--- src/rtl/gfdl_mul.sv ---
// Shared signed multiplier with a registered product and load enable.
// No dependencies.
module gfdl_mul #(
    parameter int A_W = 17,
    parameter int B_W = 18
) (
    input  logic                     i_clk,
    input  logic                     i_en,
    input  logic signed [A_W-1:0]    i_a,
    input  logic signed [B_W-1:0]    i_b,
    output logic signed [A_W+B_W-1:0] o_p
);

    logic signed [A_W+B_W-1:0] r_p;

    always_ff @(posedge i_clk) begin
        if (i_en) begin
            r_p <= i_a * i_b;
        end
    end

    assign o_p = r_p;

endmodule

--- config.mk ---
export PLATFORM = sky130hd
export DESIGN_NAME = gfdl_mul
export DESIGN_NICKNAME = d
export VERILOG_FILES = /design/src/rtl/gfdl_mul.sv
export SDC_FILE = /design/constraint.sdc
export NUM_CORES = 1
export LEC_CHECK = 0
export ABC_AREA = 1
export BUFFER_PORTS_ARGS = -buffer_cell sky130_fd_sc_hd__buf_2
export CAP_MARGIN = 10
export CELL_PAD_IN_SITES_DETAIL_PLACEMENT = 0
export CELL_PAD_IN_SITES_GLOBAL_PLACEMENT = 1
export CORE_ASPECT_RATIO = 0.75
export CORE_MARGIN = 1
export CORE_UTILIZATION = 50
export DETAILED_ROUTE_END_ITERATION = 12
export GPL_ROUTABILITY_DRIVEN = 1
export GPL_TIMING_DRIVEN = 1
export PLACE_DENSITY_LB_ADDON = 0.1
export SYNTH_ARGS = -nofsm -noshare
export SYNTH_HDL_FRONTEND = slang
export SYNTH_SLANG_ARGS = --single-unit
--- constraint.sdc ---
create_clock -name i_clk -period 14.9 [get_ports i_clk]
set_input_delay 4.47 -clock i_clk [delete_from_list [all_inputs] [get_ports i_clk]]
set_output_delay 4.47 -clock i_clk [all_outputs]
set_load 0.005 [all_outputs]
==> impl_metrics.csv <==
group,metric,value,unit
outcome,status,"completed",
cells_and_area,layout_common_cells,"inv_1, nand2_1, fa_1, ha_1, buf_2",
floorplanning,fp-row-count,51,
synth,ys_seq_area_share,7.79,%
timing,rsz0062_at_grt,"no",
setup_path,slowest_stage,"fa_1",
setup_path,crit_path_start_kind,"primary input",
setup_path,crit_top_cell,"fa_1",
global_route,antenna_found_initial,0,
global_route,grt_max_degree,36,
floorplanning,start_util,51.5,%
global_route,use_met1,36.7,%
synth,synth-simple-area-share,18.0,%
hold_path,hp-class,"in2reg",
timing,fin_tns_setup,0,ps
synth,yosys.area_share.xor_xnor,1.30,%
global_route,grt_first_pass_wirelength,55100,microns
synth,synth_compound_area_share,1.83,%
floorplanning,ios,72,
cells_and_area,stdcell_count,2061,
floorplanning,die_x,192,microns
setup_path,worstPathRequired,14930,ps
route,routed_wl,32500,microns
timing,fin_crit_sh,67.3,%
global_route,globalRouteMet3Util,2.18,%
route,drt_iter0_drc,407,
synth,ys_ff_latch,35,
timing,fmax,0.0997,GHz
route,wire_per_inst,15.8,microns
timing,final_hold_viol_count,0,
hold_path,holdPathStages,3,
clock_network,post_cts_buffers,0,
route,drt_first_pass_iters,7,
cells_and_area,antennaDiodeCount,0,
setup_path,endpoint_kind,"register",
setup_path,crit_arrival,10060,ps
timing,slew-limit-headroom,46.2,%
clock_network,cts_resized,0,
global_route,grt_use_met2,45.1,%
cells_and_area,drive_gt1_share,6.06,%
route,drcViolationCount,0,
setup_path,crit_chain,"buf_2, nand2_1, fa_1, inv_1, fa_1, fa_1, fa_1, fa_1, inv_1, fa_1, inv_1, ha_1, nand2_1, nor2_1, nand2_1, nor3_1, nand2_1, nand3_1, nand2_1",
cells_and_area,final_util,54.1,%
clock_network,cts_buffer_depth,2,
timing,worst_pin_slew,807,ps
placement,io_buffers,71,
cells_and_area,fin_nets,2151,
clock_network,clkTransAtPathRegs,50,ps
synth,synth_top_family_by_area,"adder cells",
setup_path,max_stage_delay,800,ps
route,viasPerCell,4.84,
job,drv_cap,0,
hold_path,hp-start,"i_a[0]",
cells_and_area,syn_to_final_growth,5.12,%
floorplanning,coreArea,26200,sq um
hold_path,min_to,"o_p[0]",
clock_network,cts_sinks,35,
floorplanning,die_area,27700,sq um
placement,post-place-cells,2053,
clock_network,cts_root_buf,"clkbuf_16",
synth,syn_nets,2142,
floorplanning,die_y,144,microns
route,drtAntennaViolNets,0,
global_route,grt-busiest-layer,"met2",
global_route,grtUsageTotal,26.0,%
timing,slew_viol_final,0,
clock_network,cts_buffers,5,
global_route,grt_overflow,0,
clock_network,cts_tree,"built",
timing,setup_viol,0,
placement,globalplace.congestion,0.849,
synth,ys_types,30,
setup_path,cp_max_fo,18,
clock_network,holdBufCountCts,0,
cells_and_area,largest_reg_flops,35,
setup_path,critPathKind,"in2reg",
cells_and_area,layout_commonest_cell,"inv_1",
clock_network,cts_max_level,2,
synth,syn-cell-area,13500,sq um
placement,dp_hpwl,27700,microns
synth,yosysWarnings,0,
synth,synth_cells,1707,
global_route,grt_pass1_vias,10670,
timing,post-route-min-period,10030,ps
cells_and_area,n_fill_cell,2587,
route,vias,9974,
synth,yosys.area_share.adder,54.2,%
synth,syn_area_per_cell,7.91,sq um
synth,muxShareOfSynthArea,0,%
## cell type report
class | instances | area (sq um) | area share [%]
clock buffers | 5 | 125 | 0.882
clock inverters | 3 | 38.8 | 0.273
inverters | 538 | 2020 | 14.2
multi-input cells | 1065 | 10200 | 71.7
flip-flops and latches | 35 | 1050 | 7.41
well taps | 344 | 430 | 3.03
repair buffers | 71 | 355 | 2.50
## synthesized netlist by cell type
cell | count | share of area, %
clkinv_1 | 1 | 0.028
a21o_1 | 1 | 0.056
o21bai_1 | 9 | 0.50
nor2_4 | 2 | 0.17
o211ai_2 | 1 | 0.093
a21oi_1 | 27 | 1.0
nand2_2 | 7 | 0.32
fa_1 | 311 | 46
nand4_1 | 9 | 0.42
and2_1 | 4 | 0.19
clkbuf_1 | 67 | 1.9
xnor2_1 | 4 | 0.26
nor2_1 | 58 | 1.6
inv_1 | 535 | 15
o21ai_0 | 3 | 0.11
ha_1 | 87 | 8.1
nor3_1 | 4 | 0.15
or2_2 | 4 | 0.19
edfxtp_1 | 35 | 7.8
buf_1 | 2 | 0.056
a21o_2 | 1 | 0.065
xor2_1 | 16 | 1.0
and2_4 | 1 | 0.065
nand3_1 | 28 | 1.0
nand3_2 | 2 | 0.15
nor3_2 | 1 | 0.074
nand3b_1 | 3 | 0.17
nand2_1 | 477 | 13
inv_2 | 2 | 0.056
nor2_2 | 5 | 0.23
## per-stage QoR
| step | hold slack [ps] | worst slack [ps] | area (sq um) |
|---|---|---|---|
| floorplan | 4580 | 5150 | 13500 |
| detailed placement | 4860 | 4630 | 14000 |
| finish | 4790 | 4870 | 14200 |
| global placement | 4860 | 4660 | 14000 |
| CTS | 4780 | 4900 | 14200 |
| global route | 4790 | 4580 | 14200 |
## how the worst max path moves through the flow
| stage | start | to | slack, ps | cells past startpoint |
|---|---|---|---|---|
| 6_report | i_a[5] | o_p[32] | 4870 | 19 |
| 5_1_grt | i_a[2] | o_p[32] | 4580 | 19 |
| 4_1_cts | i_a[5] | o_p[32] | 4900 | 19 |
| 3_5_place_dp | i_a[5] | o_p[32] | 4630 | 19 |
| 3_3_place_gp | i_a[2] | o_p[32] | 4660 | 19 |
| 2_1_floorplan | i_b[17] | o_p[31] | 5150 | 21 |
## layer usage
layer	part of all wire [%]	wire, microns	up-vias
met5	0	0	-
met4	0.96	312	0
met3	4.8	1570	26
met2	49	15800	231
met1	46	14800	4948
li1	-	-	4769
## worst max-delay path: cells and delay by family
family | cells | cell delay [ps]
fa+ha+maj | 7 | 3820
buf+inv | 4 | 540
simple gates | 8 | 1230
## logic make-up after synthesis
logic type | Yosys count
buffers and inverters | 607
and+or+nand+nor | 605
adders and majority gates | 398
DFF | 35
AOI/OAI and AO/OA | 42
xor gates and xnor gates | 20
Power is not shown: default switching activity piles up to over one toggle a cycle in this logic, so the estimate is an artifact.
