### config.mk
export PLATFORM = sky130hd
export DESIGN_NAME = gfdl_div
export DESIGN_NICKNAME = d
export VERILOG_FILES = /design/src/rtl/gfdl_pkg.sv /design/src/rtl/gfdl_div.sv
export SDC_FILE = /design/constraint.sdc
export NUM_CORES = 1
export LEC_CHECK = 0
export ABC_AREA = 1
export BUFFER_PORTS_ARGS = -buffer_cell sky130_fd_sc_hd__buf_2
export CAP_MARGIN = 20
export CORE_ASPECT_RATIO = 1.75
export CORE_MARGIN = 5
export CORE_UTILIZATION = 45
export DETAILED_ROUTE_END_ITERATION = 8
export SETUP_SLACK_MARGIN = 0.5
export SLEW_MARGIN = 5
export SYNTH_ARGS = -nofsm -noshare
export SYNTH_HDL_FRONTEND = slang
export SYNTH_SLANG_ARGS = --single-unit
export TNS_END_PERCENT = 100
### constraint.sdc
create_clock -name i_clk -period 6.4 [get_ports i_clk]
set_clock_uncertainty 0.2 [all_clocks]
set_input_delay 0.64 -clock i_clk [delete_from_list [all_inputs] [get_ports i_clk]]
set_output_delay 0.64 -clock i_clk [all_outputs]
set_load 0.02 [all_outputs]
### src/rtl/gfdl_pkg.sv
// Shared constants, register codes and types for the gliding feedback delay line.
// No dependencies; the top level and gfdl_div import this package.
package gfdl_pkg;

    localparam int LINE_LENGTH_DEF = 65536;
    localparam int SAMPLE_BITS_DEF = 16;

    localparam int OFS_W   = 32;
    localparam int STEP_W  = 33;
    localparam int GLIDE_W = 16;
    localparam int GAIN_W  = 16;
    localparam int MIX_W   = 17;
    localparam int APB_AW  = 4;
    localparam int APB_DW  = 32;

    localparam logic [OFS_W-1:0]   OFS_ONE   = 32'h0001_0000;
    localparam logic [OFS_W-1:0]   DELAY_RST = 32'h0001_0000;
    localparam logic [GLIDE_W-1:0] GLIDE_RST = 16'd2205;
    localparam logic [GAIN_W-1:0]  FB_MAX    = 16'd62259;
    localparam logic [MIX_W-1:0]   MIX_FULL  = 17'h1_0000;

    typedef enum logic [1:0] {
        REG_DELAY    = 2'd0,
        REG_GLIDE    = 2'd1,
        REG_FEEDBACK = 2'd2,
        REG_MIX      = 2'd3
    } t_reg_idx;

    typedef struct packed {
        logic                     busy;
        logic                     done;
        logic signed [STEP_W-1:0] step;
    } t_div_stat;

endpackage

### src/rtl/gfdl_div.sv
// Radix-2 restoring divider for the glide step, one quotient bit per cycle.
// Depends on gfdl_pkg (widths, t_div_stat).
module gfdl_div import gfdl_pkg::*; (
    input  logic                     i_clk,
    input  logic                     i_rst_n,
    input  logic                     i_start,
    input  logic signed [STEP_W-1:0] i_diff,
    input  logic [GLIDE_W-1:0]       i_divisor,
    output t_div_stat                o_stat
);

    localparam int CNT_W = $clog2(OFS_W);

    logic               r_busy;
    logic               r_done;
    logic [CNT_W-1:0]   r_cnt;
    logic               r_neg;
    logic               r_nz;
    logic [GLIDE_W-1:0] r_dvs;
    logic [GLIDE_W-1:0] r_rem;
    logic [OFS_W-1:0]   r_quo;

    logic [STEP_W-1:0]        mag_full;
    logic [GLIDE_W:0]         trial;
    logic [GLIDE_W:0]         trial_sub;
    logic                     ge;
    logic signed [STEP_W-1:0] q_s;

    assign mag_full  = i_diff[STEP_W-1] ? STEP_W'(-i_diff) : STEP_W'(i_diff);
    assign trial     = {r_rem, r_quo[OFS_W-1]};
    assign trial_sub = trial - {1'b0, r_dvs};
    assign ge        = trial >= {1'b0, r_dvs};
    assign q_s       = $signed({1'b0, r_quo});

    always_ff @(posedge i_clk) begin
        if (!i_rst_n) begin
            r_busy <= 1'b0;
            r_done <= 1'b0;
            r_cnt  <= '0;
        end else begin
            r_done <= 1'b0;
            if (i_start) begin
                r_busy <= 1'b1;
                r_cnt  <= '0;
            end else if (r_busy) begin
                r_cnt <= r_cnt + 1'b1;
                if (r_cnt == CNT_W'(OFS_W - 1)) begin
                    r_busy <= 1'b0;
                    r_done <= 1'b1;
                end
            end
        end
    end

    always_ff @(posedge i_clk) begin
        if (i_start) begin
            r_neg <= i_diff[STEP_W-1];
            r_nz  <= i_diff != '0;
            r_dvs <= i_divisor;
            r_rem <= '0;
            r_quo <= mag_full[OFS_W-1:0];
        end else if (r_busy) begin
            r_rem <= ge ? trial_sub[GLIDE_W-1:0] : trial[GLIDE_W-1:0];
            r_quo <= {r_quo[OFS_W-2:0], ge};
        end
    end

    always_comb begin
        o_stat.busy = r_busy;
        o_stat.done = r_done;
        if (r_quo == '0 && r_nz) begin
            o_stat.step = r_neg ? {STEP_W{1'b1}} : STEP_W'(1);
        end else begin
            o_stat.step = r_neg ? -q_s : q_s;
        end
    end

endmodule

==> out/summary.txt <==
Die Y-Extent: 169.1 µm
Post-Syn Instances: 977
R2R setup slack: 3.79 ns
Max Cap Viol: 0
wire per inst: 15.41 µm
Min Clock Period, post-route: 3.357 ns
initial core utilization: 45.53%
RD Place Congestion: 0.9294
dpl hpwl: 15420 µm
Final Cycle Share: 52.46%
PostCTS Resize Cnt: 0
drt pass-1 iters: 4
Placed Area: 7010 µm²
Leak Pwr: 3.643 nW
Crit Path Class: reg -> out
FF+latch count, synth: 73
RSZ-0062 raised after global routing: no
Skew-Pair Late Insertion Delay: 0.34 ns
TritonCTS clock tree: yes
Slew headroom: 60.89%
Final setup viols: 0
CP max FO: 32
CP required: 5.56 ns
Mapped Area: 6509 µm²
Core ar.: 14300 µm²
Avg Vias per Cell: 5.080
Max clock buf depth: 2
1st-iter DRT viols: 271
critical path arrival: 2.52 ns
crit path cell chain: inv_1 > ha_1 > nand3_2 > nor2_4 > nand2_4 > nor2_8 > nand3_4 > o211ai_1 > buf_2
Max Slew Vio Count: 0
die area: 17060 µm²
pre-CTS setup slack: 3.359 ns
Final Hold Vio Count: 0
number of buffers created by CTS: 9
I/O Pins: 87
Slowest cell on crit path: edfxtp_1
fmax: 297.9 MHz
hold-critical path depth: 2
worst-case reg-to-reg path depth: 13
Reg clk slew, reported paths: 0.06 ns
ratio of cells with drive above 1 in the final layout: 15.72%
reg2reg end: r_rem[14]
routed via count: 6279
Routed Antenna Nets: 0
min setup slack post-route: 3.043 ns
synthesis warning total: 0
Unique masters post-synth: 48
Layout Utilization: 51.46%
Worst path max stage delay: 0.38 ns
htree depth: 3
hold endpoint: r_rem[14]
first-pass GRT wire length: 30390 µm
row cnt: 58
post-route cell area: 7357 µm²
Critical R2R Launch: r_quo[31]
initial antenna violation count: 2
grt total ovfl: 0
Residual DRC: 0
Worst Max-Slew Pin Slew: 0.5860 ns
Pwr Total: 1.524 mW
Layout Area Growth over Synthesis: 13.03%
hold_buf cts: 0
Max VDD drop: 0.1588 mV
CTS Sinks: 73
Clock Root Buffer: clkbuf_16
Cell Pwr Density: 207.1 nW/µm²
register area share after synthesis: 30.14%
WL final: 19050 µm
Post-Synthesis Net Count: 1050
diode count: 0
hold path start: r_rem[14]
Finished Layout Cells: 1236
Hold Worst Slack: 0.2671 ns
syn avg cell area: 6.662 µm²
CP Launch Type: flop
placed insts: 1219
Crit. End Element: output pin
vias in the first global route: 6406
setup repair bufs after CTS: 0
DIE WIDTH: 100.9 µm
status: finished, final reports clean
# port buffers: 86
Sum Neg Setup Slack: 0 ns
GRT Util Overall: 22.82%
largest net degree at the start of global routing: 41
Final nets: 1124
HP Class: reg -> reg
-- worst max path at each step --
stage                  start    endpoint  slack (ns)  cells past startpoint
CTS                 r_quo[0]  o_stat[22]        2.99                      9
detailed placement  r_quo[0]  o_stat[22]        3.36                      9
floorplan           r_quo[0]  o_stat[10]        3.94                      9
global placement    r_quo[0]  o_stat[24]        3.43                      9
finish              r_quo[0]  o_stat[22]        3.04                      9
global route        r_quo[0]  o_stat[22]        2.78                      9
-- worst max-delay path, delay by kind of cell (launching register included) --
family	cells	cell delay [ns]
adder cells (fa/ha/maj)	1	0.30
flip-flops	1	0.38
buffers and inverters	2	0.33
AND/OR/NAND/NOR	5	0.93
AO/OA/AOI/OAI	1	0.23
-- routing by layer --
| layer | global-route usage [%] | wire length, µm | vias to the layer above |
|---|---|---|---|
| li1 | - | - | 3281 |
| met1 | 20.57 | 6256 | 2773 |
| met2 | 45.65 | 10760 | 155 |
| met3 | 3.216 | 786 | 66 |
| met4 | 13.60 | 1210 | 4 |
| met5 | 0 | 31 | - |
-- synthesized netlist by cell type (all sizes together) --
cell type	n	area share, %
nor2	119	8.4
nand3	102	9.0
and3	1	0.096
clkbuf	10	0.60
nor3b	1	0.12
or2	2	0.19
nand4	17	1.9
o211ai	6	0.92
nand2	346	21
o21ai	56	4.5
a21oi	16	1.3
xnor2	11	1.5
o21bai	2	0.23
fa	1	0.31
nand3b	10	1.3
a211oi	1	0.12
a31oi	3	0.29
dfxtp	23	7.1
buf	19	2.3
edfxtp	50	23
nor3	10	0.94
xor2	32	4.3
inv	117	6.7
and2	1	0.096
o21a	1	0.12
ha	20	3.8
-- state kept, by name, summed over array words and instances (netlist names) --
signal and count:
r_dvs 16, r_nz 1, r_quo 32, r_neg 1
r_done 1, r_busy 1, r_cnt 5, r_rem 16
-- kinds of logic after synthesis --
group	synth area share, %
flops	30.14
xor+xnor	5.786
buf+inv	9.689
compound gates	7.440
fa+ha+maj	4.152
simple gates	42.79
-- cells in the final DEF, fill, tap and decap left out, drive strengths merged --
cell type / n
a211oi: 1
a21oi: 16
a31oi: 3
and2: 1
and3: 1
buf: 92
bufinv: 2
clkbuf: 10
clkinv: 2
clkinvlp: 1
dfxtp: 23
edfxtp: 50
fa: 1
ha: 20
inv: 118
nand2: 346
nand3: 102
nand3b: 10
nand4: 17
nor2: 119
nor3: 10
nor3b: 1
o211ai: 6
o21a: 1
o21ai: 56
o21bai: 2
or2: 2
xnor2: 11
xor2: 32
-- layout make-up --
class,instances,area [µm²]
multi-input cells,758,3916
well taps,180,225.2
clock buffers,10,229.0
inverters,117,439.2
clock inverters,6,90.09
repair buffers,92,495.5
fillers,1521,6939
flip-flops and latches,73,1962
-- power breakdown --
part	switching [mW]	internal, mW	leakage [nW]
clock	0.207	0.343	0.153
sequential	0.0382	0.549	0.690
combinational	0.256	0.131	2.80
total	0.501	1.02	3.64
No activity file was read; power rests on OpenSTA's default activity.
